## src/sv/two_axis_stepper_move_with_limits_unit_macros.svh

```systemverilog
// Assertion macros for the two-axis stepper unit.
`ifndef TWO_AXIS_STEPPER_MOVE_WITH_LIMITS_UNIT_MACROS_SVH
`define TWO_AXIS_STEPPER_MOVE_WITH_LIMITS_UNIT_MACROS_SVH

// same-cycle implication, checked out of reset
`define TASM_ASSERT_IMP(label, ante, cons, msg) \
    label: assert property (@(posedge i_clk) disable iff (!i_rst_n) \
        (ante) |-> (cons)) else $error(msg);

// next-cycle implication, checked out of reset
`define TASM_ASSERT_NXT(label, ante, cons, msg) \
    label: assert property (@(posedge i_clk) disable iff (!i_rst_n) \
        (ante) |=> (cons)) else $error(msg);

`endif

```

## src/sv/tasm_pkg.sv

```systemverilog
// Package: types and constants of the two-axis stepper unit.
`timescale 1ns / 1ps
`default_nettype none
package tasm_pkg;

    localparam int POSITION_BITS_DEF = 16;

    localparam int DELTA_W   = 16;
    localparam int POS_OUT_W = 16;
    localparam int POS_MIN_W = 16;
    localparam int POS_MAX_W = 15;
    localparam int CFG_W     = 16;
    localparam int CFG_IDX_W = 1;

    localparam logic [POS_MIN_W-1:0] POS_MIN_RST = 16'hFB6C;  // -1172
    localparam logic [POS_MAX_W-1:0] POS_MAX_RST = 15'd1172;

    localparam logic [CFG_IDX_W-1:0] CFG_POS_MIN = 1'b0;
    localparam logic [CFG_IDX_W-1:0] CFG_POS_MAX = 1'b1;

    typedef enum logic [1:0] {
        OP_TICK = 2'd0,
        OP_MOVE = 2'd1,
        OP_HOME = 2'd2,
        OP_CAL  = 2'd3
    } t_op;

    typedef enum logic [1:0] {
        MODE_IDLE = 2'd0,
        MODE_MOVE = 2'd1,
        MODE_CALX = 2'd2,
        MODE_CALY = 2'd3
    } t_mode;

endpackage
`default_nettype wire

```

## src/sv/two_axis_stepper_move_with_limits_unit.sv

```systemverilog
// Top level: two-axis step generator with position tracking and soft limits.
//
//  channel   direction  handshake                   payload
//  in        sink       i_in_valid / o_in_ready     operation, delta_x/y, endstop_x/y
//  out       source     o_out_valid / i_out_ready   pulses, directions, busy, fault, pos
//  cfg       sink       i_cfg_we                    i_cfg_index, i_cfg_data
//
// One item per cycle while o_in_ready is high; the result follows in the next cycle.
// State and result register update together at the accepting edge.
// o_in_ready is high whenever the result register is empty or being taken.
// Synchronous active-low reset; the limits return to -1172 / 1172.
`timescale 1ns / 1ps
`default_nettype none
module two_axis_stepper_move_with_limits_unit #(
    parameter int POSITION_BITS = tasm_pkg::POSITION_BITS_DEF
) (
    input  wire logic                           i_clk,
    input  wire logic                           i_rst_n,
    input  wire logic                           i_in_valid,
    output logic                                o_in_ready,
    input  wire logic [1:0]                     i_operation,
    input  wire logic [tasm_pkg::DELTA_W-1:0]   i_delta_x,
    input  wire logic [tasm_pkg::DELTA_W-1:0]   i_delta_y,
    input  wire logic                           i_endstop_x,
    input  wire logic                           i_endstop_y,
    output logic                                o_out_valid,
    input  wire logic                           i_out_ready,
    output logic                                o_pulse_x,
    output logic                                o_pulse_y,
    output logic                                o_direction_x,
    output logic                                o_direction_y,
    output logic                                o_busy_res,
    output logic                                o_limit_fault,
    output logic [tasm_pkg::POS_OUT_W-1:0]      o_position_x,
    output logic [tasm_pkg::POS_OUT_W-1:0]      o_position_y,
    input  wire logic                           i_cfg_we,
    input  wire logic [tasm_pkg::CFG_IDX_W-1:0] i_cfg_index,
    input  wire logic [tasm_pkg::CFG_W-1:0]     i_cfg_data
);
    import tasm_pkg::*;

    localparam int P  = POSITION_BITS;
    localparam int MW = (P > DELTA_W) ? P : DELTA_W;
    localparam int CW = MW + 1;

    localparam logic [P-1:0] PMAX_P = {1'b0, {(P-1){1'b1}}};
    localparam logic [P-1:0] PMIN_P = {1'b1, {(P-1){1'b0}}};
    localparam logic signed [CW-1:0] PMIN_C = $signed({{(CW-P+1){1'b1}}, {(P-1){1'b0}}});
    localparam logic [MW-1:0] RMAX_M = MW'({P{1'b1}});

    // configuration
    logic [POS_MIN_W-1:0] r_pos_min;
    logic [POS_MAX_W-1:0] r_pos_max;

    // state
    t_mode               r_mode, n_mode;
    logic                r_fault, n_fault;
    logic signed [P-1:0] r_pos_x, n_pos_x, r_pos_y, n_pos_y;
    logic [P-1:0]        r_rem_x, n_rem_x, r_rem_y, n_rem_y;
    logic                r_dir_x, n_dir_x, r_dir_y, n_dir_y;
    logic                n_pulse_x, n_pulse_y;

    // result register
    logic                 r_out_valid;
    logic                 r_pulse_x, r_pulse_y, r_dir_res_x, r_dir_res_y;
    logic                 r_busy_res, r_fault_res;
    logic [POS_OUT_W-1:0] r_pos_res_x, r_pos_res_y;

    logic in_accept;

    // limits and helpers
    logic signed [CW-1:0] lo_c, hi_c, lo_clamp;
    logic signed [P-1:0]  cal_pos;
    logic                 nz_x, nz_y, edge_x, edge_y, bad;
    logic signed [P-1:0]  mv_pos_x, mv_pos_y;
    logic signed [CW-1:0] mv_c_x, mv_c_y;
    logic signed [CW-1:0] out_c_x, out_c_y;

    // move load from deltas
    logic [DELTA_W-1:0] mag_dx, mag_dy;
    logic [MW-1:0]      mag_ext_x, mag_ext_y;
    logic [P-1:0]       ld_rem_x, ld_rem_y;
    // return-home load
    logic [P-1:0]       hm_rem_x, hm_rem_y;
    logic               hm_dir_x, hm_dir_y;

    assign in_accept  = i_in_valid && o_in_ready;
    assign o_in_ready = !r_out_valid || i_out_ready;

    assign lo_c     = CW'($signed(r_pos_min));
    assign hi_c     = CW'($signed({1'b0, r_pos_max}));
    assign lo_clamp = (lo_c < PMIN_C) ? PMIN_C : lo_c;
    assign cal_pos  = lo_clamp[P-1:0];

    assign nz_x   = |r_rem_x;
    assign nz_y   = |r_rem_y;
    assign edge_x = r_dir_x ? (r_pos_x == PMAX_P) : (r_pos_x == PMIN_P);
    assign edge_y = r_dir_y ? (r_pos_y == PMAX_P) : (r_pos_y == PMIN_P);

    assign mv_pos_x = (nz_x && !edge_x) ? (r_pos_x + (r_dir_x ? P'(1) : '1)) : r_pos_x;
    assign mv_pos_y = (nz_y && !edge_y) ? (r_pos_y + (r_dir_y ? P'(1) : '1)) : r_pos_y;
    assign mv_c_x   = CW'(mv_pos_x);
    assign mv_c_y   = CW'(mv_pos_y);

    assign bad = (nz_x && edge_x) || (nz_y && edge_y)
              || (mv_c_x < lo_c) || (mv_c_x > hi_c)
              || (mv_c_y < lo_c) || (mv_c_y > hi_c);

    assign mag_dx    = i_delta_x[DELTA_W-1] ? (~i_delta_x + 1'b1) : i_delta_x;
    assign mag_dy    = i_delta_y[DELTA_W-1] ? (~i_delta_y + 1'b1) : i_delta_y;
    assign mag_ext_x = MW'(mag_dx);
    assign mag_ext_y = MW'(mag_dy);
    assign ld_rem_x  = (mag_ext_x > RMAX_M) ? '1 : mag_ext_x[P-1:0];
    assign ld_rem_y  = (mag_ext_y > RMAX_M) ? '1 : mag_ext_y[P-1:0];

    assign hm_dir_x = r_pos_x[P-1] || (r_pos_x == '0);
    assign hm_dir_y = r_pos_y[P-1] || (r_pos_y == '0);
    assign hm_rem_x = r_pos_x[P-1] ? (~r_pos_x + 1'b1) : r_pos_x;
    assign hm_rem_y = r_pos_y[P-1] ? (~r_pos_y + 1'b1) : r_pos_y;

    always_comb begin
        n_mode    = r_mode;
        n_fault   = r_fault;
        n_pos_x   = r_pos_x;
        n_pos_y   = r_pos_y;
        n_rem_x   = r_rem_x;
        n_rem_y   = r_rem_y;
        n_dir_x   = r_dir_x;
        n_dir_y   = r_dir_y;
        n_pulse_x = 1'b0;
        n_pulse_y = 1'b0;
        if (t_op'(i_operation) == OP_TICK) begin
            unique case (r_mode)
                MODE_MOVE: begin
                    n_pulse_x = nz_x;
                    n_pulse_y = nz_y;
                    n_pos_x   = mv_pos_x;
                    n_pos_y   = mv_pos_y;
                    if (bad) begin
                        n_rem_x = '0;
                        n_rem_y = '0;
                        n_fault = 1'b1;
                        n_mode  = MODE_IDLE;
                    end else begin
                        n_rem_x = nz_x ? (r_rem_x - 1'b1) : r_rem_x;
                        n_rem_y = nz_y ? (r_rem_y - 1'b1) : r_rem_y;
                        if (r_rem_x <= P'(1) && r_rem_y <= P'(1)) begin
                            n_mode = MODE_IDLE;
                        end
                    end
                end
                MODE_CALX: begin
                    n_pulse_x = 1'b1;
                    if (!i_endstop_x) begin
                        n_mode = MODE_CALY;
                    end
                end
                MODE_CALY: begin
                    n_pulse_y = 1'b1;
                    if (!i_endstop_y) begin
                        n_pos_x = cal_pos;
                        n_pos_y = cal_pos;
                        n_mode  = MODE_IDLE;
                    end
                end
                MODE_IDLE: begin
                end
            endcase
        end else if (r_mode == MODE_IDLE) begin
            n_fault = 1'b0;
            unique case (t_op'(i_operation))
                OP_MOVE: begin
                    n_rem_x = ld_rem_x;
                    n_rem_y = ld_rem_y;
                    n_dir_x = !i_delta_x[DELTA_W-1];
                    n_dir_y = !i_delta_y[DELTA_W-1];
                    n_mode  = MODE_MOVE;
                end
                OP_HOME: begin
                    n_rem_x = hm_rem_x;
                    n_rem_y = hm_rem_y;
                    n_dir_x = hm_dir_x;
                    n_dir_y = hm_dir_y;
                    n_mode  = MODE_MOVE;
                end
                OP_CAL: begin
                    n_rem_x = '0;
                    n_rem_y = '0;
                    n_dir_x = 1'b0;
                    n_dir_y = 1'b0;
                    n_mode  = MODE_CALX;
                end
                OP_TICK: begin
                end
            endcase
        end
    end

    assign out_c_x = CW'(n_pos_x);
    assign out_c_y = CW'(n_pos_y);

    always_ff @(posedge i_clk) begin
        if (!i_rst_n) begin
            r_pos_min <= POS_MIN_RST;
            r_pos_max <= POS_MAX_RST;
        end else if (i_cfg_we) begin
            unique case (i_cfg_index)
                CFG_POS_MIN: r_pos_min <= i_cfg_data[POS_MIN_W-1:0];
                CFG_POS_MAX: r_pos_max <= i_cfg_data[POS_MAX_W-1:0];
            endcase
        end
    end

    always_ff @(posedge i_clk) begin
        if (!i_rst_n) begin
            r_mode  <= MODE_IDLE;
            r_fault <= 1'b0;
            r_pos_x <= '0;
            r_pos_y <= '0;
            r_rem_x <= '0;
            r_rem_y <= '0;
            r_dir_x <= 1'b0;
            r_dir_y <= 1'b0;
        end else if (in_accept) begin
            r_mode  <= n_mode;
            r_fault <= n_fault;
            r_pos_x <= n_pos_x;
            r_pos_y <= n_pos_y;
            r_rem_x <= n_rem_x;
            r_rem_y <= n_rem_y;
            r_dir_x <= n_dir_x;
            r_dir_y <= n_dir_y;
        end
    end

    always_ff @(posedge i_clk) begin
        if (!i_rst_n) begin
            r_out_valid <= 1'b0;
        end else if (in_accept) begin
            r_out_valid <= 1'b1;
        end else if (i_out_ready) begin
            r_out_valid <= 1'b0;
        end
    end

    always_ff @(posedge i_clk) begin
        if (in_accept) begin
            r_pulse_x   <= n_pulse_x;
            r_pulse_y   <= n_pulse_y;
            r_dir_res_x <= n_dir_x;
            r_dir_res_y <= n_dir_y;
            r_busy_res  <= (n_mode != MODE_IDLE);
            r_fault_res <= n_fault;
            r_pos_res_x <= out_c_x[POS_OUT_W-1:0];
            r_pos_res_y <= out_c_y[POS_OUT_W-1:0];
        end
    end

    assign o_out_valid   = r_out_valid;
    assign o_pulse_x     = r_pulse_x;
    assign o_pulse_y     = r_pulse_y;
    assign o_direction_x = r_dir_res_x;
    assign o_direction_y = r_dir_res_y;
    assign o_busy_res    = r_busy_res;
    assign o_limit_fault = r_fault_res;
    assign o_position_x  = r_pos_res_x;
    assign o_position_y  = r_pos_res_y;

`include "two_axis_stepper_move_with_limits_unit_macros.svh"

    `TASM_ASSERT_IMP(a_idle_no_steps, r_mode == MODE_IDLE, r_rem_x == '0 && r_rem_y == '0, "idle with steps left")
    `TASM_ASSERT_IMP(a_fault_idle, r_fault, r_mode == MODE_IDLE, "fault while busy")
    `TASM_ASSERT_IMP(a_cal_negative, r_mode == MODE_CALX || r_mode == MODE_CALY, !r_dir_x && !r_dir_y, "calibration not toward minimum")
    `TASM_ASSERT_IMP(a_busy_tracks, r_out_valid, r_busy_res == (r_mode != MODE_IDLE), "busy result disagrees with mode")
    `TASM_ASSERT_NXT(a_move_pulses, in_accept && t_op'(i_operation) == OP_TICK && r_mode == MODE_MOVE && nz_x, r_pulse_x, "missing X pulse")

endmodule
`default_nettype wire
```

## config.mk

```make
export PLATFORM = sky130hd
export DESIGN_NAME = two_axis_stepper_move_with_limits_unit
export DESIGN_NICKNAME = d
export VERILOG_FILES = /design/src/sv/tasm_pkg.sv /design/src/sv/two_axis_stepper_move_with_limits_unit.sv
export VERILOG_INCLUDE_DIRS = /design/src /design/src/sv
export SDC_FILE = /design/constraint.sdc
export NUM_CORES = 1
export LEC_CHECK = 0
export ABC_AREA = 1
export BUFFER_PORTS_ARGS = -buffer_cell sky130_fd_sc_hd__buf_2
export CORE_MARGIN = 2
export CORE_UTILIZATION = 49
export DETAILED_ROUTE_END_ITERATION = 16
export PLACE_DENSITY_LB_ADDON = 0.2
export SLEW_MARGIN = 20
export SYNTH_ARGS = -nofsm -noshare
export SYNTH_HDL_FRONTEND = slang
export SYNTH_SLANG_ARGS = --single-unit
export TNS_END_PERCENT = 100
```

## constraint.sdc

```tcl
create_clock -name i_clk -period 5.5 [get_ports i_clk]
set_input_delay 1.1 -clock i_clk [delete_from_list [all_inputs] [get_ports i_clk]]
set_output_delay 1.1 -clock i_clk [all_outputs]
set_load 0.02 [all_outputs]
```

* Word-level counts from Yosys, hierarchy flattened
Index checks and enable logic that the tools add are counted.
Cells by class: mux-type cells 53, divide/modulo/power cells 0, shift operators 0, bitwise operators 5, order comparisons 9, reduce and logical (&&, ||, !) cells 34, multiply operators 0, add/sub/neg operators 8, equal/unequal tests 13
Operators by type and width (number):
- $mux W16 | 25
- $pmux W16 S3 | 2
- $add A16 B1 Y16 const B | 4
- $not A16 Y16 | 4
- $pmux W16 S2 | 2
- $add A16 B16 Y16 | 2
- $eq A16 B15 Y1 const B | 2
- $eq A16 B16 Y1 const B | 2
- $gt A16 B16 Y1 | 2
- $gt A16 B16 Y1 const B | 2
- $le A16 B1 Y1 const B | 2
- $logic_not A16 Y1 | 2
- $lt A16 B16 Y1 | 2
- $reduce_or A16 Y1 | 2
- $sub A16 B1 Y16 const B | 2
- $lt A16 B16 Y1 const B | 1
- $mux W1 | 12
- $mux W2 | 6
- $reduce_and A5 Y1 | 2
- $eq A2 B2 Y1 const B | 4
- $logic_or A1 B1 Y1 | 8
- $logic_and A1 B1 Y1 | 6
- $ne A3 B3 Y1 const B | 2
- $pmux W1 S3 | 2
- other kinds (12) | 22
Storage, ports and cells: bits in read-only memories 0, RAM bits 0, logic and storage cells 141, memories kept 0, bits in latches 0, register bits 139

* Longest topological paths before layout
word-level depth 14, depth in mapped cells 35

* Least setup slack after synthesis
No wires, ideal clock.
kind register to register, start point register r_dir_x, end point register r_rem_y[7], clock period less this slack 4314 ps, setup time 113 ps, arrival time 4202 ps, stages on the path, launching flop included 30, setup slack 1186 ps, cell sequence dfxtp_1 > inv_1 > ha_1 > clkbuf_2 > a21oi_1 > nand2_1 > a21boi_0 > o21ai_0 > a21boi_0 > o21ai_0 > nand2_1 > nand2_1 > xor2_1 > nand2_1 > o21ai_0 > inv_1 > ha_1 > nand2_1 > nor2_1 > a2111oi_0 > nand3b_1 > nand2_1 > nand3_4 > nand2_4 > nand2_4 > nand2_4 > buf_6 > nand2_1 > nand2_1 > nor2_1
On the way: longest elaborated chain between the ends 12
Ends and longest elaborated chain:
- start, declared | line two_axis_stepper_move_with_limits_unit.sv:60 | logic r_dir_x, n_dir_x, r_dir_y, n_dir_y;
- start signal, assigned | line two_axis_stepper_move_with_limits_unit.sv:231 | r_dir_x <= n_dir_x;
- branches (longest 6 deep; another with $add A16 B16 Y16)
- $logic_or A1 B1 Y1 (*) | line two_axis_stepper_move_with_limits_unit.sv:106 | || (mv_c_x < lo_c) || (mv_c_x > hi_c)
- $logic_or A1 B1 Y1 (*) (2 in a row) | line two_axis_stepper_move_with_limits_unit.sv:107 | || (mv_c_y < lo_c) || (mv_c_y > hi_c);
- $mux W16 | line two_axis_stepper_move_with_limits_unit.sv:139 | if (bad) begin
- $mux W16 | line two_axis_stepper_move_with_limits_unit.sv:133 | unique case (r_mode)
- $mux W16 | line two_axis_stepper_move_with_limits_unit.sv:132 | if (t_op'(i_operation) == OP_TICK) begin
- end signal, assigned | line two_axis_stepper_move_with_limits_unit.sv:230 | r_rem_y <= n_rem_y;
- end, declared | line two_axis_stepper_move_with_limits_unit.sv:59 | logic [P-1:0] r_rem_x, n_rem_x, r_rem_y, n_rem_y;
Mark *: on every way between the ends. The select of a mux whose other input is x is not followed. A chain may end at the register's enable or synchronous reset.

* Worst setup path in the final report
start point register r_dir_x, end point register r_rem_x[13]
On the way: longest elaborated chain between the ends 12
Ends and longest elaborated chain:
- branches (longest 6 deep; another with $add A16 B16 Y16)
- $logic_or A1 B1 Y1 (*) | line two_axis_stepper_move_with_limits_unit.sv:106
- $logic_or A1 B1 Y1 (*) (2 in a row) | line two_axis_stepper_move_with_limits_unit.sv:107
- $mux W16 | line two_axis_stepper_move_with_limits_unit.sv:139
- $mux W16 | line two_axis_stepper_move_with_limits_unit.sv:133
- $mux W16 | line two_axis_stepper_move_with_limits_unit.sv:132
- end signal, assigned | line two_axis_stepper_move_with_limits_unit.sv:229 | r_rem_x <= n_rem_x;
- end, declared | line two_axis_stepper_move_with_limits_unit.sv:59
Marked as above.

==> out/qor.csv <==
metric;value;unit
status;finished, final reports clean;
worst slack, placed;0.246;ns
Async S/R FF share, synth;0;%
First-pass DRT Iterations;7;
post-route insts no fill;2214;
drt total wl;37.4;mm
Yosys cell types;57;
GRT Overall Usage;29.1;%
Root Driver;clkbuf_16;
Max Cap Viol;0;
setup violators final;0;
critical path type;reg -> reg;
layout cell share with drive strength beyond 1;10.2;%
leakage;0.00645;uW
placed cells;2180;
H-Tree Depth;4;
end of the worst register-to-register path;r_rem_x[13]$_SDFFE_PN0P_;
Reg clk slew, reported paths;0.07;ns
mapped cell area;11800;sq um
R2R Path Start;r_dir_x$_SDFFE_PN0P_;
setup TNS;0;ns
Final WS setup;0.414;ns
wl on met1;16.8;mm
Slew headroom;29.8;%
number of flops mapped to enable cells by yosys;38;
initial antenna violation count;0;
Critical Path Sink Type;flip-flop;
vias in the first global route;11257;
Crit path required time;5.83;ns
syn avg cell area;6.54;sq um
worst-case reg-to-reg path depth;34;
Post-DRT Antenna Nets;0;
Rows;56;
Fin Clk Skew;0.0152;ns
CP startpoint;r_dir_x$_SDFFE_PN0P_;
drt first-iter violations;1225;
Max FO, Critical Path;32;
die area;25400;sq um
CP Launch Type;flip-flop;
register area share after synthesis;26.8;%
grt ovf;0;
clk_lat worst skew;0.44;ns
final worst path period share;92.5;%
Chip Width;159;um
Slew @ Worst Pin;1.05;ns
I/O Buffers;97;
Final Max Tran Viols;0;
Top cell by count, worst path;nand2_1;
Synthesized Nets;1972;
most frequent cells in the layout;336 x nand2_1, 245 x inv_1, 201 x nor2_1;
hold_buf cts;0;
Max stage delay on crit path;0.41;ns
largest net degree at the start of global routing;75;
Inserted Clock Buffers;17;
Core Region;23500;sq um
critical path's slowest cell;dfxtp_1;
CTS tree;yes;
flops & latches, synth;139;
Top Ports;98;
Worst IR Drop VDD;0.178;mV
unrepaired setup endpoints after global routing;false;
metal3 WL;2.42;mm
Initial Util;50.2;%
highest clock rate;0.197;GHz
max layer used;met4;
utilization after layout;56.1;%
DP HPWL;28.3;mm
Max clock buf depth;2;
Final Critical Period;5.09;ns
Fin. Hold Viols;0;
GPL Wtd Cong;0.993;
Final Net Count;2047;
Arr. time, crit path;5.42;ns
Final Power;4360;uW
CP Capture Point;r_rem_x[13]$_SDFFE_PN0P_;
Via density;5.63;
Ant. Diodes;0;
DRC errors left;0;
Synth Instances;1807;
Post-synth top flop;dfxtp_1;
routed wl met2;17.0;mm
CTS sink cnt;139;
pwr/cell area;330;nW/um^2
worst hold path type;reg -> reg;
Via Count;12469;
YS warnings;0;
commonest non-fill, non-tap cell in the layout;nand2_1;
Reg2Reg Setup Slack;0.41;ns
WL/cell;16.9;um
Die Ht;159;um
P&R area growth vs syn;11.7;%
first-pass GRT wire length;59.4;mm
[where the power goes]
group | total [uW] | internal (uW) | switching [uW] | leakage [uW]
clock network | 1140 | 630 | 510 | 0.000266
logic | 1980 | 691 | 1290 | 0.00496
registers | 1230 | 1150 | 78.9 | 0.00122
total | 4360 | 2470 | 1880 | 0.00645
[layout make-up]
class	instances	area, sq um
fill	2411	10300
multi-input combinational	1345	7420
sequential	139	3160
inverter	256	965
timing repair buffer	123	693
clock buffer	18	429
tap	319	399
clock inverter	14	135
[worst min path at each step]
| stage | from | endpoint | slack (ns) | cells past startpoint |
|---|---|---|---|---|
| 2_1_floorplan | r_pos_max[11]$_SDFFE_PN0P_ | r_pos_max[11]$_SDFFE_PN0P_ | 0.46 | 2 |
| 3_3_place_gp | r_rem_y[3]$_SDFFE_PN0P_ | r_rem_y[3]$_SDFFE_PN0P_ | 0.50 | 2 |
| 3_5_place_dp | r_pos_max[5]$_SDFFE_PN0P_ | r_pos_max[5]$_SDFFE_PN0P_ | 0.51 | 2 |
| 4_1_cts | r_rem_y[3]$_SDFFE_PN0P_ | r_rem_y[3]$_SDFFE_PN0P_ | 0.52 | 2 |
| 5_1_grt | r_rem_y[3]$_SDFFE_PN0P_ | r_rem_y[3]$_SDFFE_PN0P_ | 0.54 | 2 |
| 6_report | r_pos_max[5]$_SDFFE_PN0P_ | r_pos_max[5]$_SDFFE_PN0P_ | 0.52 | 2 |
[flip-flops by register name (all words and copies together) (netlist names)]
name and flops:
o_busy_res 1, o_direction_x 1, o_direction_y 1, o_limit_fault 1, o_out_valid 1, o_position_x 16
o_position_y 16, o_pulse_x 1, o_pulse_y 1, r_dir_x 1, r_dir_y 1, r_fault 1
r_mode 2, r_pos_max 15, r_pos_min 16, r_pos_x 16, r_pos_y 16, r_rem_x 16
r_rem_y 16
[per-layer routing]
layer / GRT usage [%] / vias up
met3: 3.41 / 82
met1: 39.5 / 5719
met5: 0 / -
met2: 47.5 / 467
met4: 11.2 / 0
li1: - / 6201
[stage by stage]
stage	hold WS, ns	area (sq um)
6_report	0.522	13200
5_1_grt	0.543	13200
4_1_cts	0.523	13200
3_5_place_dp	0.514	12600
3_3_place_gp	0.502	12600
2_1_floorplan	0.461	11800
[worst max-delay path: cells and delay by family (launching register included)]
family	cells	cell delay (ns)
simple gates	23	2.33
fa+ha+maj	2	0.66
buf+inv	7	1.15
compound gates	2	0.42
flops	1	0.41
[cell usage after synthesis (all sizes together), types with 11 or more instances]
| library cell | number | area share, % |
|---|---|---|
| dfxtp | 101 | 17 |
| a31oi | 11 | 0.58 |
| xor2 | 29 | 2.1 |
| o211ai | 18 | 1.1 |
| nor2 | 207 | 6.8 |
| ha | 105 | 11 |
| a21oi | 188 | 8.0 |
| buf | 17 | 0.83 |
| nand4 | 14 | 0.79 |
| edfxtp | 38 | 9.7 |
| inv | 251 | 8.0 |
| nand2 | 346 | 11 |
| o21ai | 169 | 7.2 |
| nor3 | 67 | 2.8 |
| nand3 | 96 | 4.3 |
| a221o | 11 | 0.93 |
| clkbuf | 50 | 1.6 |
[kinds of logic after synthesis]
kind of cell / Yosys count / synth area share [%]
simple gates: 762 / 27.9
xor+xnor: 36 / 2.67
buf+inv: 323 / 10.6
flops: 139 / 26.8
compound gates: 440 / 20.7
fa+ha+maj: 107 / 11.5
[what timing repair did]
action	in CTS	in global routing
setup endpoints to repair	0	32
resized for setup	0	4
hold endpoints to repair	0	0
buffers inserted	0	2
Note: power is estimated with default switching activity, not from simulation.
